==> config.mk <==
export PLATFORM = sky130hd
export DESIGN_NAME = maf_ram
export DESIGN_NICKNAME = d
export VERILOG_FILES = /design/src/rtl/core/maf_ram.sv
export SDC_FILE = /design/constraint.sdc
export NUM_CORES = 2
export LEC_CHECK = 0
export BUFFER_PORTS_ARGS = -buffer_cell sky130_fd_sc_hd__buf_2
export CORE_MARGIN = 3
export CORE_UTILIZATION = 50
export CTS_CLUSTER_SIZE = 20
export DETAILED_ROUTE_END_ITERATION = 16
export MAX_ROUTING_LAYER = met4
export PLACE_DENSITY = 0.65
export SYNTH_ARGS = -nofsm -noshare
export SYNTH_HDL_FRONTEND = slang
export SYNTH_SLANG_ARGS = --single-unit
export TNS_END_PERCENT = 5
==> constraint.sdc <==
create_clock -name clk -period 3.2 [get_ports clk]
set_clock_uncertainty 0.05 [all_clocks]
set_input_delay 0.48 -clock clk [delete_from_list [all_inputs] [get_ports clk]]
set_output_delay 0.48 -clock clk [all_outputs]
set_load 0.05 [all_outputs]
==> src/rtl/core/maf_ram.sv <==
`timescale 1ns / 1ps
// ----------------------------------------------------------------------------
// maf_ram
// Generic single-clock RAM, one write and one read port, registered read.
// ----------------------------------------------------------------------------
module maf_ram #(
	parameter int WIDTH = 16,
	parameter int DEPTH = 256
) (
	input  logic                     clk,
	input  logic                     we,
	input  logic [$clog2(DEPTH)-1:0] waddr,
	input  logic [WIDTH-1:0]         wdata,
	input  logic                     re,
	input  logic [$clog2(DEPTH)-1:0] raddr,
	output logic [WIDTH-1:0]         rdata
);

	logic [WIDTH-1:0] mem [DEPTH];

	always_ff @(posedge clk) begin
		if (we) begin
			mem[waddr] <= wdata;
		end
		if (re) begin
			rdata <= mem[raddr];
		end
	end

endmodule

Yosys cells after proc, flatten, opt, wreduce, memory -nomap -nowiden:

Memory sizes are Yosys's and may differ from the RTL's. A register that Yosys moved wholly into a read port is not among the register bits.
Index checks and enable logic that the tools add are counted.

* logic and storage cells: 3
* register bits: 0
* memories: 1
* memory bits (writable): 4096
* output and inout port bits: 16
* input port bits: 35

* multiplexer cells: 2

Memory list
* mem: words 256, width 16, rd ports 1, clocked after memory_dff 1, write ports 1, line 19 `logic [WIDTH-1:0] mem [DEPTH];`

Operator list (count)
* $mux W1: 2

Logic depth before layout (Yosys ltp):

* depth after elaboration: 2
* depth in mapped cells: 12
* gate-level depth less buffers: 6

Least setup slack after synthesis:

No wires, ideal clock.

* path type: input to register
* from: input port raddr[0]
* to: register rdata[4] (read register of mem) (data pin)
* buffers on the path: 3
* stages: 8
* data required time: 2885 ps
* arrival time: 2464 ps
* setup time: 265 ps
* slack: 421 ps
* path through: buf_6 > buf_6 > buf_2 > mux4_2 > mux4_2 > a22o_1 > o32ai_2 > nor4_2

RTL lines
* start: declaration: line 15 `input logic [$clog2(DEPTH)-1:0] raddr,`
* end: declaration: line 16 `output logic [WIDTH-1:0] rdata`

==> run summary <==
DP Wirelength - 265 mm
Antenna Nets Post-Route - 0
Clock power frac - 41.8%
initial core utilization - 50.4%
total number of vias - 81500
FF+latch count, synth - 4112
largest net degree at the start of global routing - 108
Crit Path Class - flip-flop to flip-flop
min cycle time layout - 3.13 ns
xor and xnor fraction of the mapped netlist area - 0%
Warnings, synthesis - 0
Die ar. - 0.325 mm²
run status - completed
Row Count - 206
combinational share of power - 5.5%
width of the die - 570 µm
Cell Area, Synth - 0.159 mm²
Synth Area in Simple Gates - 1.57%
final hold vios - 0
Setup TNS - 0 ns
Top Ports - 51
M3 GR Usage - 5.28%
core area - 0.315 mm²
first-pass GRT wire length - 605 mm
Max Cap Violations - 0
total gr overflow - 0
Layout Nets - 8381
vias in the first global route - 81100
CP Launch Type - flip-flop
Rel. slew slack - 14.9%
Total GRT Usage - 26.8%
worst r2r dst - rdata[6]
Iter 0 DRT Violations - 10600
Yosys top cell area share - 77.7%
Synth Area in Adders - 0%
Synth area leader - edfxtp_1
register area - 0.123 mm²
Critical Path Max Stage Delay - 0.78 ns
# setup viols final - 0
top_reg_cell synth - edfxtp_1
Avg Synthesized Cell Area - 21.6 µm²
Multi-input gate area - 0.0330 mm²
Leak - 59.8 nW
Arr. time, crit path - 3.76 ns
Syn-to-layout area delta - 16.2%
RSZ-0062 raised after global routing - no
synth top area cells - edfxtp_1 78%, mux4_2 11%, mux2i_1 3.6%
H-tree levels - 5
Slew @ Worst Pin - 1.24 ns
CTS max path bufs - 4
busiest grt layer - met2
Final GP Congestion - 0.919
Clk pin slew, worst setup/hold paths - 0.06 ns
# Post-CTS Setup Buffers - 0
Synth async-reset ratio - 0%
met1 Resource Use GR - 36.9%
Setup crit start - mem[56][6]
CP Capture Type - flip-flop
fin crit share - 97.8%
layout cells sized above 1 - 29.4%
EDFF count, synth - 4112
flop2flop setup slack - 0.07 ns
fraction of power consumed by sequential logic - 52.6%
met2 Use GR - 40.6%
total of fill cells in the finished design - 22600
most used cell, CP - mux4_2
R2R cell count - 6
Sink Count - 4112
TritonCTS clock tree - done
Yosys cell types - 51
antenna violations before repair - 23
syn_nets - 7395
Pre-antenna DRT Iters - 7
Layout Utilization - 58.5%
peak supply drop - 0.477 mV
DR DRC count - 0
proportion of synthesized area in mux cells - 15.5%
Hold Path Class - input pin to flip-flop
CTS Buf Count - 409
# port buffers - 50
Post-Route WL - 423 mm
Worst-Skew Late Latency - 0.98 ns
critical path, cell by cell - mux4_2 -> mux4_2 -> a22o_1 -> o32ai_1 -> buf_4 -> nor4_1
P_sw - 24.2 mW
Crit-path slowest cell - o32ai_1
chip height - 570 µm
Data required, critical path - 3.83 ns
Sw Ratio - 21.5%
sequential area share after synthesis - 77.7%
Max Transition Viols Final - 0
largest family of logic cells by synthesized area - multiplexers
fmax - 0.319 GHz
CP max FO - 1
CTS Root Cell - clkbuf_16
Critical Path End - rdata[6]
r2r startpoint - mem[56][6]
Compound-Gate Fraction of Synth Area - 3.53%
Int Power - 88.7 mW
WL/cell - 32.9 µm
vias per cell - 6.34
Cell Pwr Density - 612 mW/mm²
Synth Instances - 7360
==> cell type report <==
cell class / count / area share, %
diodes: 19 / 0.0258
clock buffers: 487 / 5.71
clock inverters: 251 / 1.46
inverters: 4 / 0.0149
multi-input cells: 2792 / 17.9
flip-flops and latches: 4112 / 66.9
well taps: 4160 / 2.82
repair buffers: 1027 / 5.23
==> logic make-up after synthesis <==
group | count (synthesis)
compound gates | 786
buf+inv | 456
simple gates | 556
mux | 1450
flops | 4112
==> sequential cells by signal, indices dropped and copies added, names as in the netlist <==
| signal | count |
|---|---|
| mem | 4096 |
| rdata | 16 |
==> metal layers <==
| metal | part of all wire (%) | vias to the layer above |
|---|---|---|
| met4 | 3.9 | 0 |
| met5 | 0 | - |
| li1 | - | 33300 |
| met3 | 9.8 | 654 |
| met1 | 39 | 43300 |
| met2 | 47 | 4239 |
==> synthesized netlist by cell type (27+ instances only) <==
master / instances
a21oi_1: 175
a221oi_1: 28
a22o_1: 32
a22oi_1: 43
buf_1: 27
buf_2: 76
buf_6: 77
clkbuf_1: 230
edfxtp_1: 4112
mux2_2: 88
mux2i_1: 565
mux4_2: 797
nand2_1: 38
nand3_1: 35
nor2_1: 304
nor3_1: 92
o21ai_0: 37
o221ai_1: 252
o22ai_1: 148
==> power groups by stage <==
stage                     clock (mW)  sequential [mW]  combinational, mW
after floorplan                    0             60.7               2.93
after global placement             0             60.6               6.12
after detailed placement           0             60.6               6.22
after CTS                       47.9             59.5               6.26
after global routing            50.1             59.5               6.55
final                           47.2             59.5               6.27
==> stage by stage <==
stage / power (mW) / worst slack, ns / instances / hold WS (ns) / area (µm²)
5_1_grt: 116 / 0.0215 / 12800 / 0.0392 / 185000
6_report: 113 / 0.0697 / 12900 / 0.0426 / 185000
3_3_place_gp: 66.7 / -1.25 / 12100 / 0.746 / 171000
4_1_cts: 114 / 0.113 / 12800 / 0.00427 / 185000
2_1_floorplan: 63.6 / 0.421 / 7360 / 0.529 / 159000
3_5_place_dp: 66.8 / -1.20 / 12100 / 0.741 / 171000
==> worst min path at each step <==
| stage | slack (ns) | from | cells past startpoint | endpoint |
|---|---|---|---|---|
| 2_1_floorplan | 0.53 | wdata[0] | 0 | mem[0][0] |
| 3_3_place_gp | 0.75 | wdata[2] | 1 | mem[247][2] |
| 3_5_place_dp | 0.74 | wdata[2] | 1 | mem[245][2] |
| 4_1_cts | 0.004 | wdata[0] | 1 | mem[126][0] |
| 5_1_grt | 0.04 | wdata[5] | 1 | mem[58][5] |
| 6_report | 0.04 | wdata[5] | 1 | mem[58][5] |
==> what timing repair did <==
action / CTS / global route
hold buffers: 12 / 0
setup endpoints to repair: 5 / 0
gates resized for setup: 5 / 0
endpoints found under the hold margin: 257 / 0
==> cell usage in the layout (no fill, tap or decap), types with 27 or more instances in the layout <==
cell type and n:
edfxtp_1 4112, buf_4 819, mux4_2 797, mux2i_1 565
clkbuf_16 410, o221ai_1 252, nor2_1 247, a21oi_1 175
o22ai_1 148, buf_12 148, clkinv_1 97, nor3_1 90
mux2_2 88, clkbuf_1 77, clkinv_2 67, nor2_2 56
a22oi_1 43, bufinv_16 41, nand2_1 38, o21ai_0 37
a22o_1 32, buf_2 29, a221oi_1 27
==> critical path, delay by kind of cell, from the launching register on <==
family	cells	cell delay (ns)
mux	2	1.03
compound gates	2	1.16
buf+inv	1	0.23
simple gates	1	0.05
flops	1	0.37
(Power assumes the default switching activity.)
