**src/rtl/core/maf_pkg.sv**
```systemverilog
`timescale 1ns / 1ps
// ----------------------------------------------------------------------------
// maf_pkg
// Shared constants, types and helpers for the moving-average filter.
// ----------------------------------------------------------------------------
package maf_pkg;

	localparam int MAX_WINDOW = 256;
	localparam int SAMPLE_W   = 16;
	localparam int LEN_W      = 9;
	localparam int PTR_W      = $clog2(MAX_WINDOW);
	localparam int CNT_W      = $clog2(MAX_WINDOW + 1);
	localparam int SUM_W      = SAMPLE_W + PTR_W;

	// divider retires this many quotient bits per cycle
	localparam int DIV_BITS   = 2;
	localparam int DIV_ITERS  = (SUM_W + DIV_BITS - 1) / DIV_BITS;
	localparam int DIV_STEP_W = (DIV_ITERS > 1) ? $clog2(DIV_ITERS) : 1;

	localparam int APB_DATA_W = 32;
	localparam int ADDR_W     = 3;
	localparam int REG_IDX_W  = ADDR_W - 2;
	localparam logic [REG_IDX_W-1:0] REG_WINDOW_LENGTH = '0;

	typedef logic signed [SAMPLE_W-1:0] sample_t;
	typedef logic signed [SUM_W-1:0]    sum_t;
	typedef logic [CNT_W-1:0]           count_t;
	typedef logic [PTR_W-1:0]           ptr_t;

	typedef enum logic [2:0] {
		C_IDLE,
		C_CHECK,
		C_EVICT,
		C_INSERT,
		C_LAUNCH
	} ctrl_state_t;

	typedef struct packed {
		logic    we;
		ptr_t    waddr;
		sample_t wdata;
		logic    re;
		ptr_t    raddr;
	} ram_req_t;

	typedef struct packed {
		logic   start;
		sum_t   sum;
		count_t count;
	} div_req_t;

	function automatic count_t eff_len(logic [LEN_W-1:0] raw);
		count_t len;
		if (raw == '0) begin
			len = count_t'(1);
		end else if (int'(raw) > MAX_WINDOW) begin
			len = count_t'(MAX_WINDOW);
		end else begin
			len = count_t'(raw);
		end
		return len;
	endfunction

	function automatic sum_t sext_sample(sample_t s);
		return {{(SUM_W - SAMPLE_W){s[SAMPLE_W-1]}}, s};
	endfunction

endpackage

```
**src/rtl/core/maf_if.sv**
```systemverilog
`timescale 1ns / 1ps
// ----------------------------------------------------------------------------
// maf_if
// Valid/ready channels for samples in and averages out.
// ----------------------------------------------------------------------------
interface maf_in_if;
	import maf_pkg::*;

	logic    valid;
	logic    ready;
	sample_t sample;
	logic    restart;

	modport source (output valid, output sample, output restart, input ready);
	modport sink   (input valid, input sample, input restart, output ready);
endinterface


```
**src/rtl/core/maf_ctrl.sv**
```systemverilog
`timescale 1ns / 1ps
// ----------------------------------------------------------------------------
// maf_ctrl
// Window sequencer: evicts old samples from the store, inserts the new one
// and keeps the running sum and count, then hands them to the divider.
// ----------------------------------------------------------------------------
module maf_ctrl (
	input  logic                     clk,
	input  logic                     arst_n,
	maf_in_if.sink                   din,
	input  logic [maf_pkg::LEN_W-1:0] window_length,
	output maf_pkg::ram_req_t        ram_req,
	input  maf_pkg::sample_t         ram_rdata,
	output maf_pkg::div_req_t        div_req,
	input  logic                     div_ready
);
	import maf_pkg::*;

	ctrl_state_t state_q, state_d;
	sum_t        sum_q, sum_d;
	count_t      cnt_q, cnt_d;
	ptr_t        ptr_q, ptr_d;
	sample_t     sample_q;
	count_t      len_q;
	logic        take;

	assign take = din.valid && din.ready;

	always_ff @(posedge clk or negedge arst_n) begin
		if (!arst_n) begin
			state_q <= C_IDLE;
			sum_q   <= '0;
			cnt_q   <= '0;
			ptr_q   <= '0;
		end else begin
			state_q <= state_d;
			sum_q   <= sum_d;
			cnt_q   <= cnt_d;
			ptr_q   <= ptr_d;
		end
	end

	always_ff @(posedge clk) begin
		if (take) begin
			sample_q <= din.sample;
			len_q    <= eff_len(window_length);
		end
	end

	always_comb begin
		state_d       = state_q;
		sum_d         = sum_q;
		cnt_d         = cnt_q;
		ptr_d         = ptr_q;
		din.ready     = 1'b0;
		ram_req       = '0;
		div_req.start = 1'b0;
		div_req.sum   = sum_q;
		div_req.count = cnt_q;

		case (state_q)
			C_IDLE: begin
				din.ready = 1'b1;
				if (din.valid) begin
					// restart empties the window before the sample goes in
					if (din.restart) begin
						sum_d = '0;
						cnt_d = '0;
						ptr_d = '0;
					end
					state_d = C_CHECK;
				end
			end
			C_CHECK: begin
				if (cnt_q >= len_q) begin
					ram_req.re    = 1'b1;
					ram_req.raddr = ptr_q;
					state_d       = C_EVICT;
				end else begin
					state_d = C_INSERT;
				end
			end
			C_EVICT: begin
				sum_d   = sum_q - sext_sample(ram_rdata);
				ptr_d   = ptr_q + ptr_t'(1);
				cnt_d   = cnt_q - count_t'(1);
				state_d = C_CHECK;
			end
			C_INSERT: begin
				ram_req.we    = 1'b1;
				ram_req.waddr = ptr_q + cnt_q[PTR_W-1:0];
				ram_req.wdata = sample_q;
				sum_d         = sum_q + sext_sample(sample_q);
				cnt_d         = cnt_q + count_t'(1);
				state_d       = C_LAUNCH;
			end
			C_LAUNCH: begin
				if (div_ready) begin
					div_req.start = 1'b1;
					state_d       = C_IDLE;
				end
			end
			default: begin
				state_d = C_IDLE;
			end
		endcase
	end

endmodule

```
**src/flat_wrapper.sv**
```systemverilog
// flat-port wrapper written by rule: the top's interface ports become plain ports
module maf_ctrl_flat import maf_pkg::*;
  (clk, arst_n, window_length, ram_req, ram_rdata, div_req, div_ready, din_valid, din_sample, din_restart, din_ready);
  maf_in_if din_i ();
  input  logic clk;
  input  logic arst_n;
  input  logic [maf_pkg::LEN_W-1:0] window_length;
  output maf_pkg::ram_req_t ram_req;
  input  maf_pkg::sample_t ram_rdata;
  output maf_pkg::div_req_t div_req;
  input  logic div_ready;
  input wire logic [$bits(din_i.valid)-1:0] din_valid;
  input wire logic [$bits(din_i.sample)-1:0] din_sample;
  input wire logic [$bits(din_i.restart)-1:0] din_restart;
  output wire logic [$bits(din_i.ready)-1:0] din_ready;
  assign din_i.valid = din_valid;
  assign din_i.sample = din_sample;
  assign din_i.restart = din_restart;
  assign din_ready = din_i.ready;
  maf_ctrl u_core (.clk(clk), .arst_n(arst_n), .din(din_i), .window_length(window_length), .ram_req(ram_req), .ram_rdata(ram_rdata), .div_req(div_req), .div_ready(div_ready));
endmodule
```
**config.mk**
```make
export PLATFORM = sky130hd
export DESIGN_NAME = maf_ctrl_flat
export DESIGN_NICKNAME = d
export VERILOG_FILES = /design/src/rtl/core/maf_pkg.sv /design/src/rtl/core/maf_if.sv /design/src/rtl/core/maf_ctrl.sv /design/src/flat_wrapper.sv
export SDC_FILE = /design/constraint.sdc
export NUM_CORES = 1
export LEC_CHECK = 0
export BUFFER_PORTS_ARGS = -buffer_cell sky130_fd_sc_hd__buf_2
export CAP_MARGIN = 20
export CORE_MARGIN = 4
export CORE_UTILIZATION = 25
export CTS_BUF_LIST = sky130_fd_sc_hd__clkbuf_4 sky130_fd_sc_hd__clkbuf_8
export CTS_CLUSTER_DIAMETER = 60
export DETAILED_ROUTE_END_ITERATION = 8
export PLACE_DENSITY_LB_ADDON = 0.2
export SLEW_MARGIN = 25
export SYNTH_ARGS = -nofsm -noshare
export SYNTH_HDL_FRONTEND = slang
export SYNTH_SLANG_ARGS = --single-unit
```
**constraint.sdc**
```tcl
create_clock -name clk -period 8.7 [get_ports clk]
set_input_delay 0.87 -clock clk [delete_from_list [all_inputs] [get_ports clk]]
set_output_delay 0.87 -clock clk [all_outputs]
set_load 0.005 [all_outputs]
```
* Word level (Yosys, flattened, before mapping)
Index checks and enable logic that the tools add are counted.
** Storage, ports and cells
- Register bits after elaboration :: 69
- Bits of input ports :: 46
- Output and inout port bits :: 69
- Word-level logic and storage cells :: 51
** Operators by class
- Add/sub/neg operators :: 6
- Magnitude comparators :: 2
- Eq/ne operators :: 7
- Multiplexer cells :: 20
- Reduce and logical (&&, ||, !) cells :: 9
** Operators by type and width (number)
- $pmux W24 S3 :: 1
- $mux W24 :: 2
- $mux W9 :: 5
- $pmux W9 S3 :: 1
- $mux W25 :: 1
- $add A24 B16 Y24 :: 1
- $sub A24 B16 Y24 :: 1
- $mux W8 :: 2
- $pmux W8 S2 :: 1
- $pmux W3 S5 :: 1
- $add A9 B1 Y9 const B :: 1
- $ge A9 B9 Y1 :: 1
- $gt A9 B9 Y1 const B :: 1
- $logic_not A9 Y1 :: 1
- $sub A9 B1 Y9 const B :: 1
- $add A8 B1 Y8 const B :: 1
- $add A8 B8 Y8 :: 1
- $eq A3 B2 Y1 const B :: 2
- $mux W3 :: 2
- $ne A2 B2 Y1 const B :: 3
- $reduce_and A3 Y1 :: 2
- $mux W1 :: 4
- $eq A3 B1 Y1 const B :: 1
- $eq A3 B3 Y1 const B :: 1
- 6 further kinds :: 6

* Logic depth before layout (Yosys ltp)
Gate-level depths: netlist of the first run.
- Depth in word-level cells :: 3
- Mapped depth :: 16
- Mapped depth without buffers :: 15

* Least setup slack after synthesis of the first run
No wires, ideal clock.
- Kind :: input -> register
- Start point :: input port ram_rdata[9]
- End point :: register u_core.sum_q[22]
- Library setup time :: 0.095 ns
- Data arrival time :: 3.676 ns
- Data required time :: 8.605 ns
- Path slack :: 4.929 ns
- Stages on the path :: 11
- Path through :: or3_1 -> or3_1 -> xor2_1 -> a21o_1 -> ha_1 -> nand4_1 -> nor4b_2 -> o21bai_1 -> a2111oi_0 -> nor3_1 -> o31ai_1
** On the way
- Word-level cells in the longest chain between the ends :: 2
** Ends and longest elaborated chain
- start, declared :: RTL line flat_wrapper.sv:9 : input maf_pkg::sample_t ram_rdata;
- $sub A24 B16 Y24 :: RTL line maf_ctrl.sv:84 : sum_d = sum_q - sext_sample(ram_rdata);
- $pmux W24 S3 :: RTL line maf_ctrl.sv:61 : case (state_q)
- end signal, assigned :: RTL line maf_ctrl.sv:37 : sum_q <= sum_d;
- end, declared :: RTL line maf_ctrl.sv:20 : sum_t sum_q, sum_d;
No other way between the ends.
A chain may end at the register's enable or synchronous reset.

* Worst setup path in the final report of the first run
- Start point :: register u_core.state_q[1]
- End point :: register u_core.sum_q[22]
** On the way
- Word-level cells in the longest chain between the ends :: 3
- Elaborated cells on any way between the ends :: 8
** Ends and longest elaborated chain
- start, declared :: RTL line maf_ctrl.sv:19 : ctrl_state_t state_q, state_d;
- start signal, assigned :: RTL line maf_ctrl.sv:36 : state_q <= state_d;
- $eq A3 B2 Y1 or $logic_not A3 Y1 (tied branches) :: RTL line maf_ctrl.sv:61
- $reduce_bool A3 Y1 (no line) or $ne A2 B2 Y1 (tied branches)
- $reduce_and A3 Y1 (no line)
Parallel ways exist; a longest one is shown, timed or not.

==> results of run 1 <==
## metal layers
metal / GRT usage (%) / part of all wire, % / vias up
li1: - / - / 2358
met4: 3.20 / 1.4 / 0
met1: 18.0 / 46 / 2135
met5: 0 / 0 / -
met3: 3.41 / 4.3 / 12
met2: 22.7 / 48 / 95
## power breakdown
| part | total [mW] | leakage (nW) | internal (mW) | switching (mW) |
|---|---|---|---|---|
| Clock | 0.297 | 0.108 | 0.160 | 0.137 |
| Combinational | 1.39 | 2.27 | 0.583 | 0.808 |
| Sequential | 0.584 | 0.798 | 0.456 | 0.129 |
| Total | 2.27 | 3.17 | 1.20 | 1.07 |
## worst max-delay path, cell delays in order, from the launching register on
cell and delay, ns:
dfrtp_1 0.67, nor2b_1 0.23, nand2_1 0.33, buf_4 0.35, a21o_1 0.21, ha_1 0.21
fa_1 0.45, a211o_1 0.30, a211oi_1 0.47, nor4b_2 0.14, o21bai_1 0.29, a2111oi_0 0.19
o21a_1 0.21, o31ai_1 0.20
## cell usage after synthesis, types with 22 or more instances
master / count
inv_1: 27
a21o_1: 28
nand2_1: 65
a21oi_1: 36
xnor2_1: 22
xor2_1: 24
dfrtp_1: 44
ha_1: 54
o21ai_0: 29
and3_1: 22
nor2_1: 48
edfxtp_1: 25
## layout make-up
cell class                 instances  share of cell area (%)
multi-input combinational        477                    51.1
sequential                        69                    28.7
timing repair buffer             121                    9.67
tap                              275                    5.34
clock buffer                       9                    1.92
inverter                          29                    1.81
clock inverter                     7                    1.40
## stage by stage
step	std cells	util [%]	hold slack [ns]
floorplan	594	-	0.491
global placement	971	29.6	0.509
detailed placement	971	29.6	0.509
CTS	987	30.7	0.530
global route	987	30.7	0.554
finish	987	30.7	0.523
## worst max-delay path by stage
stage	slack (ns)	cells after the start	start	endpoint
finish	4.36	13	u_core.state_q[1]$_DFFE_PN0P_	u_core.sum_q[22]$_DFFE_PN0P_
global route	4.18	13	u_core.state_q[1]$_DFFE_PN0P_	u_core.sum_q[22]$_DFFE_PN0P_
CTS	4.35	13	u_core.state_q[1]$_DFFE_PN0P_	u_core.sum_q[22]$_DFFE_PN0P_
detailed placement	4.37	13	u_core.state_q[1]$_DFFE_PN0P_	u_core.sum_q[22]$_DFFE_PN0P_
global placement	4.37	13	u_core.state_q[1]$_DFFE_PN0P_	u_core.sum_q[22]$_DFFE_PN0P_
floorplan	4.93	11	ram_rdata[9]	u_core.sum_q[22]$_DFFE_PN0P_
## logic make-up (layout without fill, tap and decap cells)
group,count (synthesis),count (layout),synth area share (%)
AND/OR/NAND/NOR,212,212,20.5
XOR/XNOR,46,46,7.54
buffers and inverters,48,166,3.66
flip-flops,69,69,34.7
adder cells (fa/ha/maj),57,57,13.8
multiplexers,4,4,0.773
AO/OA/AOI/OAI,158,158,19.1
## sequential cells by signal, indices dropped and copies added, names as in the netlist
register	cells
u_core.sum_q	24
u_core.sample_q	16
u_core.cnt_q	9
u_core.len_q	9
u_core.ptr_q	8
u_core.state_q	3
==> flow_summary.yaml, run 1 <==
run_status:
  status: "finished clean"
cts:
  cts_num_sinks: 69
  cts_buffers: 9
  tritoncts: "built"
  root_buffer: "clkbuf_8"
  clock_latency_ns: 0.37
  ctsResizeCount: 0
  cts_setup_buffers: 0
  cts.reportedPaths.clkPinSlew_ns: 0.08
  cts_hold_buf: 0
  clockBufferDepth: 2
  cts_max_level: 3
place:
  dp_hpwl_um: 12600
  port-buffer-count: 114
  pre_cts_ws_ns: 4.37
  place_area_mm2: 0.00623
  gp_congestion: 0.831
timing:
  finalCritPeriodShare_pct: 49.9
  max_freq_mhz: 231
  skew_ns: 0.0119
  worstMarginPinSlew_ns: 0.816
  layout_min_cycle_time_ns: 4.34
  rsz0062_at_grt: "false"
  drv_slew: 0
  finalHoldViolCount: 0
  worst_slack_ns: 4.36
  maxSlewHeadroom_pct: 45.6
  setup_tns_ns: 0
  finalSetupViolCount: 0
global_routing:
  grt_start_max_net_pins: 45
  grt_use_total_pct: 13.7
  grt_pass1_wl_um: 25700
  grt_pass1_vias: 4630
  antenna_found_initial: 0
  grt_overflow: 0
logic_synthesis:
  async_reset_ff_share_pct: 63.8
  synth_enable_flop_cells: 25
  yosysTopAreaCell: "dfrtp_1"
  yosysSeqAreaShare_pct: 34.7
  synth_cell_types: 56
  ys_top_cells_by_area: "dfrtp_1, edfxtp_1, ha_1, nand2_1, a21o_1"
  syn-num-nets: 697
  synthFlopType: "dfrtp_1"
  synth.avg_cell_area_um2: 8.99
  syn_inst: 594
  synth_warnings: 0
  ys_seq_elements: 69
  synth_top_cell_area_share_pct: 20.6
  syn_area_mm2: 0.00534
worst_setup_path:
  ff2ff_path_depth: 13
  cp.required_ns: 8.97
  critPathKind: "reg2reg"
  reg2reg_setup_slack_ns: 4.36
  cp-end-kind: "flip-flop"
  critPathArrivalTime_ns: 4.61
  crit_fanout: 22
  rr_startpoint: "u_core.state_q[1]$_DFFE_PN0P_"
  rr_endpoint: "u_core.sum_q[22]$_DFFE_PN0P_"
  worstSetupStartpointType: "flip-flop"
floorplanning:
  die_y_um: 154
  die_w_um: 154
  die-area_mm2: 0.0238
  ioPinCount: 115
  core_mm2: 0.0210
  start_util_pct: 25.4
  rows: 53
final_layout:
  nNetsFinal: 810
  design_area_mm2: 0.00645
  drive_above_1_share_pct: 20.9
  antennaDiodeCount: 0
  regArea_mm2: 0.00185
  layout_common_cells: "buf_2, nand2_1, ha_1"
  fill_cells: 2254
  multi_input_area_mm2: 0.00330
  mostFrequentLayoutCell: "buf_2"
  syn2layout_area_growth_pct: 20.7
route:
  drtIter0Drc: 245
  wire_per_inst_um: 16.4
  drtAntennaViolNets: 0
  wirelength_um: 16200
  drc: 0
  dr_total_vias: 4600
  first_pass_iters: 5
  viasPerCell: 4.66
pwr:
  power_density_mw_per_mm2: 353
  irDropWorstVdd_v: 0.0000933
  power.leakage_nw: 3.17
  p_total_mw: 2.27
hold_path:
  hold_class: "reg2reg"
  whs_path_depth: 2
  worst_hold_path.endpoint: "u_core.sum_q[5]$_DFFE_PN0P_"
  min_from: "u_core.sum_q[5]$_DFFE_PN0P_"
run:
  cap_violations: 0
No activity file was read; power rests on OpenSTA's default activity.
==> run 2, diff against run 1 <==
Clock period 8.7 ns to 3.69 ns, I/O delays scaled along.
==> flow_summary.yaml, run 2 (synthesis gave the netlist of run 1 again) <==
run_status:
  status: "finished clean"
cts:
  clockBufferDepth: 2
  cts_buffers: 9
  clock_latency_ns: 0.37
  cts_num_sinks: 69
  cts.reportedPaths.clkPinSlew_ns: 0.09
  cts_max_level: 3
  cts_setup_buffers: 0
  tritoncts: "built"
  root_buffer: "clkbuf_8"
floorplanning:
  rows: 53
  ioPinCount: 115
  die_y_um: 154
  start_util_pct: 25.4
  core_mm2: 0.0210
  die_w_um: 154
  die-area_mm2: 0.0238
global_routing:
  grt_overflow: 0
  antenna_found_initial: 0
  grt_start_max_net_pins: 37
  grt_pass1_vias: 4684
  grt_use_total_pct: 13.9
  grt_pass1_wl_um: 26200
final_layout:
  stdcell_count: 1008
  reg_top3: "u_core.sum_q: 24 flops, u_core.sample_q: 16 flops"
  antennaDiodeCount: 0
  drive_above_1_share_pct: 23.5
  regMostFlops: "u_core.sum_q"
  nNetsFinal: 831
  syn2layout_area_growth_pct: 24.4
  mostFrequentLayoutCell: "buf_2"
  layout_common_cells: "buf_2, nand2_1, ha_1"
  largest_reg_flops: 24
  fill_cells: 2247
timing:
  maxSlewHeadroom_pct: 60.9
  drv_slew: 0
  worstMarginPinSlew_ns: 0.586
  skew_ns: 0.0160
  finalHoldViolCount: 0
  finalCritPeriodShare_pct: 93.8
  max_freq_mhz: 289
  layout_min_cycle_time_ns: 3.46
  finalSetupViolCount: 0
  timing.hold.ws_ns: 0.167
  rsz0062_at_grt: "false"
place:
  placed_cells_incl_taps: 991
  dp_hpwl_um: 12800
  port-buffer-count: 114
  gp_congestion: 0.832
worst_setup_path:
  cp-startpoint: "u_core.state_q[1]$_DFFE_PN0P_"
  rr_startpoint: "u_core.state_q[1]$_DFFE_PN0P_"
  rr_endpoint: "u_core.sum_q[22]$_DFFE_PN0P_"
  critPathKind: "reg2reg"
  cp.required_ns: 3.97
  crit_fanout: 5
  reg2reg_setup_slack_ns: 0.23
  critPathArrivalTime_ns: 3.75
  crit_path_end: "u_core.sum_q[22]$_DFFE_PN0P_"
  worstSetupStartpointType: "flip-flop"
  cp-end-kind: "flip-flop"
  ff2ff_path_depth: 14
route:
  drc: 0
  drtIter0Drc: 227
  wire_per_inst_um: 16.1
  dr_total_vias: 4687
  wirelength_um: 16300
  drtAntennaViolNets: 0
  first_pass_iters: 6
  viasPerCell: 4.65
run:
  cap_violations: 0
hold_path:
  hold_class: "in2reg"
pwr:
  power_density_mw_per_mm2: 847
  power.leakage_nw: 3.28
  irDropWorstVdd_v: 0.000253
-- run 2: cell types whose count changed in the layout (fill, tap and decap cells not counted), sizes merged --
| cell | previous run | this run |
|---|---|---|
| buf | 121 | 141 |
| bufinv | 2 | 3 |
| clkinv | 6 | 2 |
| clkinvlp | 0 | 1 |
| dlygate4sd3 | 0 | 1 |
| inv | 28 | 30 |
-- run 2: layer usage --
layer / GRT usage (%) / share of wire [%] / wire, um
met5: 0 / 0 / 0
met1: 19.0 / 49 / 8000
met4: 3.24 / 0.68 / 110
met3: 3.24 / 3.7 / 605
met2: 22.3 / 46 / 7560
-- run 2: how the worst min path moves through the flow --
stage | start | to | slack, ns | depth (start not counted)
3_5_place_dp | arst_n | u_core.sum_q[12]$_DFFE_PN0P_ | 0.41 | 1
4_1_cts | din_sample[2] | u_core.sample_q[2]$_DFFE_PP_ | 0.14 | 1
3_3_place_gp | arst_n | u_core.sum_q[12]$_DFFE_PN0P_ | 0.40 | 1
2_1_floorplan | arst_n | u_core.cnt_q[0]$_DFFE_PN0P_ | 0.07 | 0
5_1_grt | din_sample[3] | u_core.sample_q[3]$_DFFE_PP_ | 0.13 | 1
6_report | din_sample[15] | u_core.sample_q[15]$_DFFE_PP_ | 0.17 | 1
-- run 2: timing repair --
action                                  CTS  global route
hold buffers                              1             0
gates resized for setup                   0             2
endpoints found under the hold margin    20             0
endpoints found under the setup margin    0             1
-- run 2: power breakdown --
group          switching [mW]  total, mW  internal (mW)
logic                    1.96       3.46           1.51
clock network           0.352      0.805          0.453
registers               0.284       1.36           1.07
-- run 2: critical path, cell delays in order, from the launching register on --
cell       delay, ns
dfrtp_1         0.36
nor2b_1         0.18
buf_4           0.15
nand2_1         0.13
a21o_1          0.24
ha_1            0.22
fa_1            0.46
a211o_1         0.32
a211oi_1        0.26
buf_4           0.17
nor4b_2         0.06
o21bai_1        0.31
a2111oi_2       0.13
o21a_1          0.19
o31ai_1         0.19
-- run 2: cell type report --
type                       instances  area, um2  area share [%]
clock inverter                     7        120            1.81
timing repair buffer             142        783            11.8
multi-input combinational        477       3300            49.7
sequential                        69       1850            27.9
tap                              275        344            5.18
inverter                          29        116            1.75
clock buffer                       9        124            1.86
-- run 2: per-stage QoR --
step                      power, mW  worst slack, ns  util, %  instance area, um2  setup TNS [ns]
after floorplan                3.67            0.371        -                5340               0
after global placement         4.88           0.0191     30.4                6380               0
after detailed placement       4.86         -0.00566     30.4                6380        -0.00566
after CTS                      5.69            0.135     31.6                6640               0
after global routing           6.18           0.0239     31.6                6640               0
final                          5.63            0.228     31.6                6640               0
