File: src/rtl/core/maf_pkg.sv
`timescale 1ns / 1ps
// ----------------------------------------------------------------------------
// maf_pkg
// Shared constants, types and helpers for the moving-average filter.
// ----------------------------------------------------------------------------
package maf_pkg;

	localparam int MAX_WINDOW = 256;
	localparam int SAMPLE_W   = 16;
	localparam int LEN_W      = 9;
	localparam int PTR_W      = $clog2(MAX_WINDOW);
	localparam int CNT_W      = $clog2(MAX_WINDOW + 1);
	localparam int SUM_W      = SAMPLE_W + PTR_W;

	// divider retires this many quotient bits per cycle
	localparam int DIV_BITS   = 2;
	localparam int DIV_ITERS  = (SUM_W + DIV_BITS - 1) / DIV_BITS;
	localparam int DIV_STEP_W = (DIV_ITERS > 1) ? $clog2(DIV_ITERS) : 1;

	localparam int APB_DATA_W = 32;
	localparam int ADDR_W     = 3;
	localparam int REG_IDX_W  = ADDR_W - 2;
	localparam logic [REG_IDX_W-1:0] REG_WINDOW_LENGTH = '0;

	typedef logic signed [SAMPLE_W-1:0] sample_t;
	typedef logic signed [SUM_W-1:0]    sum_t;
	typedef logic [CNT_W-1:0]           count_t;
	typedef logic [PTR_W-1:0]           ptr_t;

	typedef enum logic [2:0] {
		C_IDLE,
		C_CHECK,
		C_EVICT,
		C_INSERT,
		C_LAUNCH
	} ctrl_state_t;

	typedef struct packed {
		logic    we;
		ptr_t    waddr;
		sample_t wdata;
		logic    re;
		ptr_t    raddr;
	} ram_req_t;

	typedef struct packed {
		logic   start;
		sum_t   sum;
		count_t count;
	} div_req_t;

	function automatic count_t eff_len(logic [LEN_W-1:0] raw);
		count_t len;
		if (raw == '0) begin
			len = count_t'(1);
		end else if (int'(raw) > MAX_WINDOW) begin
			len = count_t'(MAX_WINDOW);
		end else begin
			len = count_t'(raw);
		end
		return len;
	endfunction

	function automatic sum_t sext_sample(sample_t s);
		return {{(SUM_W - SAMPLE_W){s[SAMPLE_W-1]}}, s};
	endfunction

endpackage

File: src/rtl/core/maf_if.sv


interface maf_out_if;
	import maf_pkg::*;

	logic    valid;
	logic    ready;
	sample_t average;

	modport source (output valid, output average, input ready);
	modport sink   (input valid, input average, output ready);
endinterface

File: src/rtl/core/maf_div.sv
`timescale 1ns / 1ps
// ----------------------------------------------------------------------------
// maf_div
// Iterative signed divide of the window sum by the held count, truncating
// toward zero, with the result held in the output register.
// ----------------------------------------------------------------------------
module maf_div (
	input  logic              clk,
	input  logic              arst_n,
	input  maf_pkg::div_req_t req,
	output logic              ready,
	maf_out_if.source         dout
);
	import maf_pkg::*;

	logic                  busy_q;
	logic                  res_valid_q;
	logic                  neg_q;
	logic [SUM_W-1:0]      quo_q;
	logic [CNT_W:0]        rem_q;
	count_t                den_q;
	logic [DIV_STEP_W-1:0] step_q;
	sample_t               res_q;

	logic [SUM_W-1:0] quo_n;
	logic [CNT_W:0]   rem_n;
	logic [SUM_W-1:0] mag;
	logic [SUM_W-1:0] signed_q;
	logic             last;
	logic             take;
	logic             finish;

	assign ready  = !busy_q;
	assign take   = res_valid_q && dout.ready;
	assign last   = (step_q == DIV_STEP_W'(DIV_ITERS - 1));
	assign finish = busy_q && last && (!res_valid_q || take);

	assign mag = req.sum[SUM_W-1] ? SUM_W'(-req.sum) : SUM_W'(req.sum);

	// restoring division, DIV_BITS quotient bits per cycle
	always_comb begin
		logic [CNT_W:0]   r;
		logic [SUM_W-1:0] q;
		r = rem_q;
		q = quo_q;
		for (int i = 0; i < DIV_BITS; i++) begin
			r = {r[CNT_W-1:0], q[SUM_W-1]};
			q = {q[SUM_W-2:0], 1'b0};
			if (r >= {1'b0, den_q}) begin
				r    = r - {1'b0, den_q};
				q[0] = 1'b1;
			end
		end
		rem_n = r;
		quo_n = q;
	end

	assign signed_q = neg_q ? (~quo_n + SUM_W'(1)) : quo_n;

	always_ff @(posedge clk or negedge arst_n) begin
		if (!arst_n) begin
			busy_q      <= 1'b0;
			res_valid_q <= 1'b0;
		end else begin
			if (req.start && !busy_q) begin
				busy_q <= 1'b1;
			end else if (finish) begin
				busy_q <= 1'b0;
			end
			if (finish) begin
				res_valid_q <= 1'b1;
			end else if (take) begin
				res_valid_q <= 1'b0;
			end
		end
	end

	always_ff @(posedge clk) begin
		if (req.start && !busy_q) begin
			quo_q  <= mag;
			rem_q  <= '0;
			den_q  <= req.count;
			neg_q  <= req.sum[SUM_W-1];
			step_q <= '0;
		end else if (busy_q && !last) begin
			quo_q  <= quo_n;
			rem_q  <= rem_n;
			step_q <= step_q + DIV_STEP_W'(1);
		end
		if (finish) begin
			res_q <= signed_q[SAMPLE_W-1:0];
		end
	end

	assign dout.valid   = res_valid_q;
	assign dout.average = res_q;

endmodule

File: src/flat_wrapper.sv
// flat-port wrapper written by rule: the top's interface ports become plain ports
module maf_div_flat import maf_pkg::*;
  (clk, arst_n, req, ready, dout_valid, dout_average, dout_ready);
  maf_out_if dout_i ();
  input  logic clk;
  input  logic arst_n;
  input  maf_pkg::div_req_t req;
  output logic ready;
  output wire logic [$bits(dout_i.valid)-1:0] dout_valid;
  output wire logic [$bits(dout_i.average)-1:0] dout_average;
  input wire logic [$bits(dout_i.ready)-1:0] dout_ready;
  assign dout_valid = dout_i.valid;
  assign dout_average = dout_i.average;
  assign dout_i.ready = dout_ready;
  maf_div u_core (.clk(clk), .arst_n(arst_n), .req(req), .ready(ready), .dout(dout_i));
endmodule
File: config.mk
export PLATFORM = sky130hd
export DESIGN_NAME = maf_div_flat
export DESIGN_NICKNAME = d
export VERILOG_FILES = /design/src/rtl/core/maf_pkg.sv /design/src/rtl/core/maf_if.sv /design/src/rtl/core/maf_div.sv /design/src/flat_wrapper.sv
export SDC_FILE = /design/constraint.sdc
export NUM_CORES = 1
export LEC_CHECK = 0
export ABC_AREA = 1
export BUFFER_PORTS_ARGS = -buffer_cell sky130_fd_sc_hd__buf_2
export CAP_MARGIN = 20
export CORE_MARGIN = 5
export CORE_UTILIZATION = 25
export CTS_CLUSTER_DIAMETER = 200
export DETAILED_ROUTE_END_ITERATION = 10
export GPL_ROUTABILITY_DRIVEN = 0
export MAX_ROUTING_LAYER = met4
export RECOVER_POWER = 100
export SETUP_SLACK_MARGIN = 0.15
export SYNTH_ARGS = -nofsm -noshare
export SYNTH_HDL_FRONTEND = slang
export SYNTH_SLANG_ARGS = --single-unit
File: constraint.sdc
create_clock -name clk -period 6.4 [get_ports clk]
set_input_delay 0 -clock clk [delete_from_list [all_inputs] [get_ports clk]]
set_output_delay 0 -clock clk [all_outputs]
set_load 0.005 [all_outputs]
### After elaboration in Yosys (flattened, before gate mapping)

Index checks and enable logic that the tools add are counted.

| word-level totals | value |
|---|---|
| register bits after elaboration | 65 |
| word-level logic and storage cells | 41 |

| cells by class | value |
|---|---|
| add/subtract/negate cells | 5 |
| order comparisons | 2 |
| eq/ne operators | 1 |
| multiplexer cells | 12 |
| bitwise operators | 1 |
| reduce and logical (&&, ||, !) cells | 12 |

Operators with widths:

| operator | count |
|---|---|
| $mux 24 | 3 |
| $neg 24->24 | 1 |
| $ge 10x9->1 | 2 |
| $mux 9 | 2 |
| $sub 9x9->9 | 2 |
| $add 16x1->16 const B | 1 |
| $mux 16 | 1 |
| $not 16->16 | 1 |
| $mux 1 | 6 |
| $reduce_bool 2->1 | 3 |
| $logic_and 1x1->1 | 5 |
| $add 4x1->4 const B | 1 |
| $eq 4x4->1 const B | 1 |
| $logic_not 1->1 | 3 |
| $logic_or 1x1->1 | 1 |

### Depth between registers and ports, before layout

Gate-level depths: netlist of run 1.

| depth | value |
|---|---|
| depth in word-level cells | 7 |
| gate-level depth with buffers | 30 |
| mapped depth without buffers | 29 |

### Worst setup path after synthesis of run 1

OpenSTA, ideal clock, no wires.

| timing path | value |
|---|---|
| path kind | reg-to-reg |
| from | reg u_core.quo_q[23] |
| to | reg u_core.res_q[14] (netlist: u_core.dout.average[14]), data pin |
| setup time | 265 ps |
| arrival | 3974 ps |
| slack | 2161 ps |
| cell stages (with the launch flop) | 31 |
| path buffers | 2 |
| cell sequence | edfxtp_1 inv_1 ha_1 inv_1 fa_1 nand2_1 nand3_2 nand2_2 nand2_2 buf_4 nand2_1 o21a_1 inv_1 ha_1 nand3_1 nand3_1 nand2_1 nand2_1 a21oi_1 nand2_2 nor2_4 buf_6 ha_1 inv_1 nor3_1 nand3b_1 nor3_1 nand2_1 nand2_1 o21ai_0 xor2_1 |

| on the way | value |
|---|---|
| cells in the longest elaborated chain, start to end | 7 |

Ends and longest elaborated chain:

| what | line | RTL |
|---|---|---|
| start: declaration | maf_div.sv:19 | `logic [SUM_W-1:0] quo_q;` |
| start signal: assignment | maf_div.sv:80 | `quo_q <= mag;` |
| start signal: assignment | maf_div.sv:86 | `quo_q <= quo_n;` |
| $sub 9x9->9 / $ge 10x9->1 (equally long branches) | maf_div.sv:50, maf_div.sv:49 |  |
| $mux 9 | maf_div.sv:49 | `if (r >= {1'b0, den_q}) begin` |
| $ge 10x9->1 | maf_div.sv:49 |  |
| $mux 1 | maf_div.sv:49 |  |
| $not 16->16 (*) | maf_div.sv:58 | `assign signed_q = neg_q ? (~quo_n + SUM_W'(1)) : quo_n;` |
| $add 16x1->16 (*) | maf_div.sv:58 |  |
| $mux 16 (*) | maf_div.sv:58 |  |
| net u_core.signed_q[14] | maf_div.sv:28 | `logic [SUM_W-1:0] signed_q;` |
| end signal: assignment | maf_div.sv:91 | `res_q <= signed_q[SAMPLE_W-1:0];` |
| end: declaration | maf_div.sv:23 | `sample_t res_q;` |

Mark *: on every way through the listed nets, which the timed path passes. The rest lies on a longest branch.
A chain may end at the register's enable or synchronous reset.

### Worst setup path in the final report of run 1

Ends and elaborated chain as after synthesis.

==> impl_summary.txt, run 1 <==
----------------------------------------------------
[Run status]
  Run status ... complete, but fails checks
  Failing checks ... capacitance limit, slew limit

[Worst setup path]
  Depth of the critical timing path with buffers and inverters included ... 27
  Category of the worst setup path launch point ... flop
  Worst endpoint required time ... 6490 ps
  Maximum net fanout on the critical path ... 21
  Path depth of the worst reg2reg path ... 27
  Worst setup startpoint ... u_core.quo_q[23]$_DFFE_PP_
  Timing endpoint of the critical path ... u_core.dout.average[14]$_DFFE_PP_
  Register-to-register setup slack ... between 1000 and 1500 ps
  Slowest cell on the critical path ... sky130_fd_sc_hd__fa_1
  Number of buffer and inverter stages on the critical path ... 4
  Data arrival at the endpoint of the critical path ... slightly above 5000 ps
  Slowest stage delay, CP ... 430 ps
  Top cell family by delay on the critical path ... simple AND/OR/NAND/NOR gates
  Kind of critical path ... reg2reg
  Element type at the critical path end ... flop
  RR Endpoint ... u_core.dout.average[14]$_DFFE_PP_
  Library cell appearing most often on the critical path ... sky130_fd_sc_hd__nand2_1
  Reg-to-reg critical path startpoint ... u_core.quo_q[23]$_DFFE_PP_

[Clocking]
  TritonCTS clock tree ... done
  Total number of clock tree sinks ... between 60 and 70
  Number of post-CTS setup repair buffers ... 0
  Clock input transition at the sequential cells of the worst setup and hold paths ... 50 ps
  CTS HTree Levels ... 3
  Worst-case clock buffer depth ... 2
  Clock latency of the later-clocked register in the worst-skew pair ... 350 ps
  Number of buffers inserted during clock tree synthesis ... 9
  Root buffer selected by CTS ... sky130_fd_sc_hd__clkbuf_16

[Place]
  Hpwl dp ... just over 9000 um
  # port buffers ... between 50 and 60

[Power and ir drop]
  Power per standard cell area ... between 500 and 600 nW/um2
  IR Drop Worst-Case VDD ... around 0.26 mV
  Reported leakage power ... 2.40 nW
  Total Power ... between 0.002 and 0.003 W

[Detailed routing]
  Detail-routed via count per cell ... about 4.4
  Post-detailed-routing wire length ... roughly 12,000 um
  Initial DRC count ... 203
  Detailed-routing iteration count for the pre-antenna-repair pass ... 5
  Average wire per cell in the routed design ... 13.1 um
  Via total after detailed routing ... approximately 3,900
  DRC violations left ... 0
  Post-DRT Antenna Nets ... 0

[Finish]
  Layout cell share with drive strength beyond 1 ... approximately an eighth
  Count of inserted antenna diode cells ... 0
  Commonest cells after routing, fill and taps aside ... 150 x sky130_fd_sc_hd__nand2_1, 76 x sky130_fd_sc_hd__inv_1, 50 x sky130_fd_sc_hd__edfxtp_1
  Leading cell type in the layout, fill and taps excluded ... sky130_fd_sc_hd__nand2_1
  Number of filler instances in the final layout ... a little under 2,000
  Area added between synthesis and finish ... 19.6%
  Layout net count ... between 700 and 800
  Finished Core Util ... 30.3%
  Sequential Area ... 1810 um2
  Footprint of the multi-input gates ... 2350 um2

[Yosys]
  Warning count from the yosys run ... 0
  Gate count after technology mapping ... slightly below 600
  Net count after synthesis ... ~640
  Yosys top cell by area ... sky130_fd_sc_hd__edfxtp_1
  Number of distinct library cells after synthesis ... 37
  Avg Inst Size Synth ... approximately 7.8 um2
  Synth area leaders ... sky130_fd_sc_hd__edfxtp_1 33%, sky130_fd_sc_hd__nand2_1 12%, sky130_fd_sc_hd__inv_1 6.3%
  Register area share after synthesis ... 39.9%
  Count of state elements after synthesis ... 65
  Post-synth top area share ... about a third
  Netlist Area Pre-Place ... 4540 um2

[Timing]
  Clock tree skew after final layout ... 6.84 ps
  Final setup vio count ... 0
  Final period util ... between 70% and 80%
  Relative slew slack ... -7.64%
  Number of max-slew violations in the final report ... 62
  Transition at the pin with the smallest max-transition slack ... 1610 ps
  Highest clock rate ... roughly 0.20 GHz
  Unrepaired setup endpoints after global routing ... false
  Total count of hold-check failures in the final report ... 0
  Worst hold slack ... ~55 ps
  Final Critical Period ... between 5000 and 6000 ps
  Summed negative setup slack over all endpoints ... 0 ps

[Global route]
  Wire length of the first global-routing pass ... between 15,000 and 20,000 um
  Met3 capacity usage during global routing ... 2.66%
  Pin count of the biggest net entering global routing ... 33
  Met1 layer usage reported by global route ... 16.6%
  Number of global-route vias before repair ... roughly 3,900
  Antenna violations before repair ... 0
  Overall Global Routing Usage ... about an eighth
  Gr ovfl total ... 0
  Met2 GRT Util ... between 10% and 20%
  Most used routing layer ... met2

[Die]
  Ports placed on the boundary ... 55
  Total core area ... approximately 18,000 um2
  Die boundary height ... about 140 um
  Die Width ... about 140 um
  Initial Util ... ~25%
  Die area ... around 21,000 um2
  Placement row count ... 49

[Run]
  Max cap viols ... 2

[Min path]
  Kind of path behind the tightest hold check ... in2reg

----------------------------------------------------
-- registers in the layout, indices dropped and copies added, names as in the netlist --
name                 flops
u_core.neg_q             1
u_core.step_q            4
u_core.dout.valid        1
u_core.dout.average     16
u_core.den_q             9
u_core.quo_q            24
u_core.busy_q            1
u_core.rem_q             9
-- through the flow --
stage / worst slack (ps) / cells / area [um2]
finish: 1310 / 885 / 5430
floorplan: 2160 / 582 / 4540
CTS: 1490 / 885 / 5470
detailed placement: 1500 / 855 / 5050
global placement: 1630 / 855 / 5050
global route: 685 / 885 / 5430
-- tightest hold or removal path: cells and delay by family --
kind	cells	cell delay (ps)
buffers and inverters	1	100
AOI/OAI and AO/OA	1	130
xor gates and xnor gates	1	60
-- layout make-up --
| cell class | instances | share of cell area (%) |
|---|---|---|
| timing repair buffer | 72 | 7.54 |
| multi-input combinational | 426 | 43.3 |
| inverter | 77 | 5.33 |
| clock buffer | 10 | 4.40 |
| sequential | 65 | 33.4 |
| tap | 229 | 5.28 |
| clock inverter | 6 | 0.784 |
-- cell families (layout without fill, tap and decap cells) --
| kind of cell | Yosys count | in the layout | synth area share, % |
|---|---|---|---|
| flip-flops | 65 | 65 | 39.9 |
| XOR/XNOR | 38 | 38 | 7.34 |
| AND/OR/NAND/NOR | 291 | 291 | 29.0 |
| adder cells (fa/ha/maj) | 23 | 23 | 6.67 |
| AO/OA/AOI/OAI | 74 | 74 | 8.96 |
| buffers and inverters | 91 | 165 | 8.05 |
-- where the power goes --
group	leakage (nW)	total (W)	switching [W]	internal, W
logic	1.66	0.00164	0.00103	0.000609
registers	0.609	0.000838	0.000126	0.000712
clock network	0.136	0.000464	0.000192	0.000273
total	2.40	0.00294	0.00135	0.00159
-- worst min-delay path by stage --
| stage | startpoint | to | slack [ps] | depth (start not counted) |
|---|---|---|---|---|
| after floorplan | arst_n | u_core.busy_q$_DFFE_PN0P_ | -300 | 0 |
| after global placement | arst_n | u_core.dout.valid$_DFFE_PN0P_ | -210 | 1 |
| after detailed placement | arst_n | u_core.dout.valid$_DFFE_PN0P_ | -210 | 1 |
| after CTS | req[30] | u_core.quo_q[21]$_DFFE_PP_ | 50 | 3 |
| after global routing | req[30] | u_core.quo_q[21]$_DFFE_PP_ | 90 | 3 |
| final | req[30] | u_core.quo_q[21]$_DFFE_PP_ | 50 | 3 |
-- synth_stat cells, drive strengths merged --
library cell / number
nand4: 8
dfrtp: 2
clkbuf: 10
o21a: 3
a22o: 1
a31oi: 8
a21oi: 19
nor2: 55
nand2: 158
o211ai: 4
a21boi: 1
or2: 5
nor3b: 1
dfxtp: 13
nand3: 45
xor2: 28
xnor2: 10
ha: 21
o21ai: 37
o31ai: 1
fa: 2
edfxtp: 50
nand3b: 5
nor4: 5
nor3: 9
buf: 4
inv: 77
-- timing repair --
action                                  CTS  global route
gates resized for setup                   0             0
endpoints found under the setup margin    0             0
hold buffers                             14             0
hold endpoints to repair                 14             0
-- routing by layer --
layer | routed length (um) | part of all wire (%)
met1 | 5830 | 50
met2 | 5010 | 43
met3 | 557 | 4.8
met4 | 178 | 1.5
met5 | 0 | 0
Note: power is estimated with default switching activity, not from simulation.
==> run 2: changes to the inputs <==
==> constraint.sdc (replaced) <==
create_clock -name clk -period 5.25 [get_ports clk]
set_input_delay 0 -clock clk [delete_from_list [all_inputs] [get_ports clk]]
set_output_delay 0 -clock clk [all_outputs]
set_load 0.005 [all_outputs]
==> run 2 against run 1 <==
Against the previous run: the run now ends clean; sequential share of layout area about the same; register-to-register slack got worse by 660 ps; cell count increased by 0.11%; non-clock buffer count increased by 1; combinational power increased by 22%; clock power increased by 17%; largest cell class unchanged.
==> impl_summary.txt, run 2 (synthesized netlist as in run 1, its figures left out) <==
----------------------------------------------------
[Timing]
  Highest clock rate ... 0.217 GHz
  Worst hold slack ... 63.8 ps
  Relative slew slack ... 1.21%
  Unrepaired setup endpoints after global routing ... false
  Number of max-slew violations in the final report ... 0
  Clock tree skew after final layout ... around 6.5 ps
  Final Critical Period ... roughly 4600 ps
  Transition at the pin with the smallest max-transition slack ... between 1000 and 1500 ps
  Total count of hold-check failures in the final report ... 0
  Summed negative setup slack over all endpoints ... 0 ps
  Final setup vio count ... 0
  Final period util ... 87.7%

[Place]
  Hpwl dp ... approximately 9000 um
  # port buffers ... 54
  Number of placed instances with taps included ... about 860

[Worst setup path]
  Worst endpoint required time ... 5320 ps
  Category of the worst setup path launch point ... flop
  Maximum net fanout on the critical path ... 15
  Reg-to-reg critical path startpoint ... u_core.quo_q[23]$_DFFE_PP_
  Data arrival at the endpoint of the critical path ... around 4700 ps
  Kind of critical path ... reg2reg
  RR Endpoint ... u_core.dout.average[14]$_DFFE_PP_
  Worst setup startpoint ... u_core.quo_q[23]$_DFFE_PP_
  Register-to-register setup slack ... between 600 and 700 ps
  Element type at the critical path end ... flop
  Timing endpoint of the critical path ... u_core.dout.average[14]$_DFFE_PP_
  Path depth of the worst reg2reg path ... 27

[Die]
  Die area ... around 21,000 um2
  Die Width ... 145 um
  Placement row count ... 49
  Initial Util ... between 20% and 30%
  Total core area ... approximately 18,000 um2
  Ports placed on the boundary ... 55
  Die boundary height ... about 140 um

[Finish]
  Count of inserted antenna diode cells ... 0
  Largest register FFs ... 24
  Most flops, register ... u_core.quo_q
  Leading cell type in the layout, fill and taps excluded ... sky130_fd_sc_hd__nand2_1
  Post-route non-filler standard cell count ... between 800 and 900
  Number of filler instances in the final layout ... 1,950
  Layout cell share with drive strength beyond 1 ... a little under an eighth
  Layout net count ... between 700 and 800
  Finished Core Util ... between 30% and 40%
  Area added between synthesis and finish ... 19.4%
  Commonest cells after routing, fill and taps aside ... 150 x sky130_fd_sc_hd__nand2_1, 76 x sky130_fd_sc_hd__inv_1, 50 x sky130_fd_sc_hd__edfxtp_1

[Global route]
  Wire length of the first global-routing pass ... around 19,000 um
  Number of global-route vias before repair ... roughly 3,800
  Gr ovfl total ... 0
  Pin count of the biggest net entering global routing ... 33
  Antenna violations before repair ... 0
  Overall Global Routing Usage ... around an eighth

[Power and ir drop]
  Clock network fraction of design power ... 15.2%
  IR Drop Worst-Case VDD ... ~0.25 mV
  Design internal power ... 0.00194 W
  Power per standard cell area ... approximately 660 nW/um2
  Reported leakage power ... roughly 2.4 nW
  Fraction of power spent switching nets ... between 40% and 50%
  Total net switching power ... between 0.0015 and 0.002 W
  Share of total power in sequential cells ... 28.6%
  Proportion of power drawn by combinational gates ... 56.2%

[Detailed routing]
  Post-DRT Antenna Nets ... 0
  Post-detailed-routing wire length ... 11,400 um
  Detailed-routing iteration count for the pre-antenna-repair pass ... 4
  Via total after detailed routing ... approximately 3,900
  Initial DRC count ... about 250
  DRC violations left ... 0
  Detail-routed via count per cell ... 4.45
  Average wire per cell in the routed design ... ~13 um

[Clocking]
  Number of buffers inserted during clock tree synthesis ... 9
  Clock input transition at the sequential cells of the worst setup and hold paths ... 50 ps
  Root buffer selected by CTS ... sky130_fd_sc_hd__clkbuf_16
  Worst-case clock buffer depth ... 2
  Number of post-CTS setup repair buffers ... 0
  TritonCTS clock tree ... done
  Clock latency of the later-clocked register in the worst-skew pair ... between 300 and 400 ps
  CTS HTree Levels ... 3
  Total number of clock tree sinks ... 65

[Run status]
  Run status ... finished clean

[Min path]
  Number of instances on the worst hold path ... 3
  Kind of path behind the tightest hold check ... in2reg

[Run]
  Max cap viols ... 0

----------------------------------------------------
-- run 2: timing repair --
item,4_1_cts,5_1_grt
hold buffers,14,0
gates resized for setup,0,1
hold endpoints to repair,14,0
endpoints found under the setup margin,0,2
-- run 2: worst min-delay path by stage --
stage	from	end	slack, ps
after floorplan	arst_n	u_core.busy_q$_DFFE_PN0P_	-300
after global placement	arst_n	u_core.dout.valid$_DFFE_PN0P_	-210
after detailed placement	arst_n	u_core.dout.valid$_DFFE_PN0P_	-210
after CTS	req[30]	u_core.quo_q[21]$_DFFE_PP_	50
after global routing	req[30]	u_core.quo_q[21]$_DFFE_PP_	80
final	req[30]	u_core.quo_q[21]$_DFFE_PP_	60
-- run 2: layout make-up --
| class | count | area (um2) | share of cell area [%] |
|---|---|---|---|
| multi-input cells | 426 | 2350 | 43.4 |
| flip-flops and latches | 65 | 1810 | 33.4 |
| repair buffers | 73 | 412 | 7.60 |
| inverters | 77 | 289 | 5.33 |
| well taps | 229 | 287 | 5.29 |
| clock buffers | 13 | 250 | 4.62 |
| clock inverters | 3 | 17.5 | 0.323 |
-- run 2: worst max-delay path: stages (launching register included) --
cell,delay [ps]
sky130_fd_sc_hd__edfxtp_1,380
sky130_fd_sc_hd__inv_1,70
sky130_fd_sc_hd__ha_1,160
sky130_fd_sc_hd__inv_1,60
sky130_fd_sc_hd__fa_1,440
sky130_fd_sc_hd__nand2_1,100
sky130_fd_sc_hd__nand3_1,100
sky130_fd_sc_hd__nand2_1,130
sky130_fd_sc_hd__nand2_2,190
sky130_fd_sc_hd__o21ai_0,290
sky130_fd_sc_hd__inv_1,80
sky130_fd_sc_hd__ha_1,350
sky130_fd_sc_hd__nand2_1,90
sky130_fd_sc_hd__nand2_1,60
sky130_fd_sc_hd__a21oi_1,120
sky130_fd_sc_hd__nand2_1,110
sky130_fd_sc_hd__a21oi_2,190
sky130_fd_sc_hd__nand2_1,110
sky130_fd_sc_hd__nor2_4,100
sky130_fd_sc_hd__ha_1,140
sky130_fd_sc_hd__inv_1,50
sky130_fd_sc_hd__nor3_1,190
sky130_fd_sc_hd__nand3b_1,140
sky130_fd_sc_hd__nor3_1,220
sky130_fd_sc_hd__nand2_1,100
sky130_fd_sc_hd__nand2_1,90
sky130_fd_sc_hd__o21ai_0,110
sky130_fd_sc_hd__xor2_1,150
-- run 2: power groups by stage --
stage / clock network, W / registers (W) / logic [W]
CTS: 0.000558 / 0.00101 / 0.00204
global route: 0.000580 / 0.00104 / 0.00231
global placement: 0 / 0.00102 / 0.00201
detailed placement: 0 / 0.00102 / 0.00203
finish: 0.000541 / 0.00102 / 0.00200
floorplan: 0 / 0.000970 / 0.00161
-- run 2: metrics by stage --
| stage | worst slack, ps | total power [W] | cell area [um2] |
|---|---|---|---|
| 3_3_place_gp | 811 | 0.00303 | 5060 |
| 4_1_cts | 580 | 0.00362 | 5470 |
| 3_5_place_dp | 602 | 0.00305 | 5060 |
| 6_report | 646 | 0.00356 | 5420 |
| 5_1_grt | 94.2 | 0.00394 | 5420 |
| 2_1_floorplan | 1010 | 0.00258 | 4540 |
-- run 2: routing by layer --
layer	track usage, %	up-vias	share of wire, %
li1	-	2057	-
met1	16.2	1771	50
met2	16.5	98	43
met3	2.37	16	5.7
met4	4.76	0	2.0
met5	-	-	0
==> run 3: changes to the inputs <==
==> constraint.sdc (replaced) <==
create_clock -name clk -period 3.7 [get_ports clk]
set_input_delay 0 -clock clk [delete_from_list [all_inputs] [get_ports clk]]
set_output_delay 0 -clock clk [all_outputs]
set_load 0.005 [all_outputs]
==> run 3 against run 2 <==
Against the previous run: the run now ends with setup timing left; sequential cell count unchanged; via count up 7.8%; clock power up 67%; power up 85%; first-iteration DRC count down 1.6%; hold slack worse by 19 ps; non-clock buffer count up 69; register-to-register slack worse by 840 ps; largest power group unchanged.
==> impl_summary.txt, run 3 (synthesized netlist as in run 1, its figures left out) <==
----------------------------------------------------
[Place]
  DP Area ... around 5600 um2
  Hpwl dp ... 9800 um
  Number of placed instances with taps included ... 909
  # port buffers ... 54

[Global route]
  Antenna violations before repair ... 0
  Wire length of the first global-routing pass ... 20,700 um
  Gr ovfl total ... 0
  Pin count of the biggest net entering global routing ... 33
  Overall Global Routing Usage ... 13.1%
  Number of global-route vias before repair ... around 4,100

[Detailed routing]
  Post-DRT Antenna Nets ... 0
  Detail-routed via count per cell ... between 4 and 5
  DRC violations left ... 0
  Detailed-routing iteration count for the pre-antenna-repair pass ... 4
  Post-detailed-routing wire length ... about 13,000 um
  Initial DRC count ... about 240
  Via total after detailed routing ... between 4,000 and 5,000
  Average wire per cell in the routed design ... 13.4 um

[Clocking]
  Worst-case clock buffer depth ... 2
  CTS HTree Levels ... 3
  Total number of clock tree sinks ... 65
  TritonCTS clock tree ... done
  Clock input transition at the sequential cells of the worst setup and hold paths ... 50 ps
  Clock latency of the later-clocked register in the worst-skew pair ... 330 ps
  Root buffer selected by CTS ... sky130_fd_sc_hd__clkbuf_16
  Number of buffers inserted during clock tree synthesis ... 9

[Timing]
  Final setup vio count ... 4
  Final period util ... 105%
  Relative slew slack ... 2.88%
  Clock tree skew after final layout ... roughly 6 ps
  Number of max-slew violations in the final report ... 0
  Smallest setup slack after layout ... -198 ps
  Transition at the pin with the smallest max-transition slack ... 1460 ps
  Total count of hold-check failures in the final report ... 0
  Final Critical Period ... between 3000 and 4000 ps
  Unrepaired setup endpoints after global routing ... true
  Summed negative setup slack over all endpoints ... -652 ps
  Highest clock rate ... ~0.26 GHz

[Power and ir drop]
  IR Drop Worst-Case VDD ... about 0.35 mV
  Fraction of power spent switching nets ... 43.1%
  Reported leakage power ... between 2 and 3 nW
  Total net switching power ... 0.00283 W
  Clock network fraction of design power ... about 14%
  Share of total power in sequential cells ... 21.8%
  Design internal power ... roughly 0.0037 W
  Proportion of power drawn by combinational gates ... between 60% and 70%
  Power per standard cell area ... about 1000 nW/um2

[Worst setup path]
  Kind of critical path ... reg2reg
  Worst endpoint required time ... between 3000 and 4000 ps
  Data arrival at the endpoint of the critical path ... a little under 4000 ps
  Slowest cell on the critical path ... sky130_fd_sc_hd__edfxtp_1
  Number of buffer and inverter stages on the critical path ... 4
  Slowest stage delay, CP ... approximately 380 ps
  Top cell family by delay on the critical path ... simple AND/OR/NAND/NOR gates
  Register-to-register setup slack ... -200 ps
  Element type at the critical path end ... flop
  Category of the worst setup path launch point ... flop
  Maximum net fanout on the critical path ... 5

[Run]
  Max cap viols ... 0

[Finish]
  Final cell area excluding filler cells ... between 6000 and 7000 um2
  Leading cell type in the layout, fill and taps excluded ... sky130_fd_sc_hd__nand2_1
  Sequential Area ... 1810 um2
  Post-route non-filler standard cell count ... about 960
  Area added between synthesis and finish ... 38.4%
  Commonest cells after routing, fill and taps aside ... 135 x sky130_fd_sc_hd__nand2_1, 71 x sky130_fd_sc_hd__buf_4, 69 x sky130_fd_sc_hd__inv_1
  Number of filler instances in the final layout ... about 1,900
  Layout net count ... ~780
  Count of inserted antenna diode cells ... 0
  Layout cell share with drive strength beyond 1 ... around 27%
  Footprint of the multi-input gates ... around 2700 um2
  Most flops, register ... u_core.quo_q
  Largest register FFs ... 24

[Min path]
  Kind of path behind the tightest hold check ... in2reg

[Die]
  Die boundary height ... ~140 um
  Die area ... about 21,000 um2
  Placement row count ... between 40 and 50
  Total core area ... 17,900 um2
  Initial Util ... 25.3%
  Ports placed on the boundary ... 55
  Die Width ... ~140 um

[Run status]
  Run status ... complete, but fails checks
  Failing checks ... setup timing

----------------------------------------------------
run 3: changes by cell type in the layout (fill, tap and decap cells not counted), moves of 6 or more:
cell                      before  now
sky130_fd_sc_hd__buf_4         1   71
sky130_fd_sc_hd__ha_1         21   12
sky130_fd_sc_hd__ha_4          0    8
sky130_fd_sc_hd__inv_1        76   69
sky130_fd_sc_hd__inv_2         1    8
sky130_fd_sc_hd__nand2_1     150  135
sky130_fd_sc_hd__nand2_2       8   20
sky130_fd_sc_hd__nand3_1      42   36
sky130_fd_sc_hd__o21ai_0      35   28
run 3: power groups by stage:
stage / Sequential, W / Clock, W / Combinational [W]
2_1_floorplan: 0.00138 / 0 / 0.00251
3_3_place_gp: 0.00143 / 0 / 0.00365
3_5_place_dp: 0.00143 / 0 / 0.00370
4_1_cts: 0.00142 / 0.000924 / 0.00404
5_1_grt: 0.00147 / 0.000966 / 0.00472
6_report: 0.00143 / 0.000906 / 0.00424
run 3: worst min-delay path, cell delays in order:
cell and delay [ps]:
sky130_fd_sc_hd__buf_2 90, sky130_fd_sc_hd__inv_1 80, sky130_fd_sc_hd__a21oi_1 150
run 3: what timing repair did:
action / in CTS / in global routing
endpoints found under the hold margin: 13 / 0
gates resized for setup: 27 / 13
buffers inserted: 10 / 7
pin swaps: 10 / 4
setup endpoints to repair: 5 / 19
hold buffers: 13 / 0
gates cloned: 1 / 0
run 3: metrics by stage:
step / hold slack [ps] / total power (W) / util [%] / setup slack [ps]
2_1_floorplan: -296 / 0.00389 / - / -155
3_3_place_gp: -204 / 0.00508 / 31.2 / -139
3_5_place_dp: -207 / 0.00514 / 31.2 / -225
4_1_cts: 35.2 / 0.00639 / 34.7 / -126
5_1_grt: 61.4 / 0.00716 / 35.1 / -454
6_report: 45.2 / 0.00658 / 35.1 / -198
run 3: worst paths after layout:
| path | end | cells after the start | startpoint |
|---|---|---|---|
| max | u_core.dout.average[14]$_DFFE_PP_ | 26 | u_core.quo_q[23]$_DFFE_PP_ |
| min | u_core.busy_q$_DFFE_PN0P_ | 3 | req[33] |
| max reg2reg | u_core.dout.average[14]$_DFFE_PP_ | 26 | u_core.quo_q[23]$_DFFE_PP_ |
| min reg2reg | u_core.step_q[3]$_SDFFE_PP0P_ | 2 | u_core.step_q[3]$_SDFFE_PP0P_ |
| max in group asynchronous | u_core.busy_q$_DFFE_PN0P_ | 3 | arst_n |
| min in group asynchronous | u_core.dout.valid$_DFFE_PN0P_ | 3 | arst_n |
run 3: cell type report:
cell class / instances / share of cell area [%]
Clock buffer: 11 / 3.71
Clock inverter: 5 / 1.25
Inverter: 77 / 4.60
Multi-Input combinational cell: 427 / 42.2
Sequential cell: 65 / 28.8
Tap cell: 229 / 4.56
Timing Repair Buffer: 142 / 14.8
run 3: routing by layer:
| metal | share of wire, % | wire (um) | track usage [%] | vias to the layer above |
|---|---|---|---|---|
| met3 | 4.2 | 536 | 2.69 | 8 |
| met1 | 49 | 6310 | 17.9 | 1961 |
| met4 | 1.2 | 160 | 3.83 | 0 |
| met2 | 45 | 5830 | 19.7 | 77 |
| met5 | 0 | 0 | - | - |
| li1 | - | - | - | 2203 |
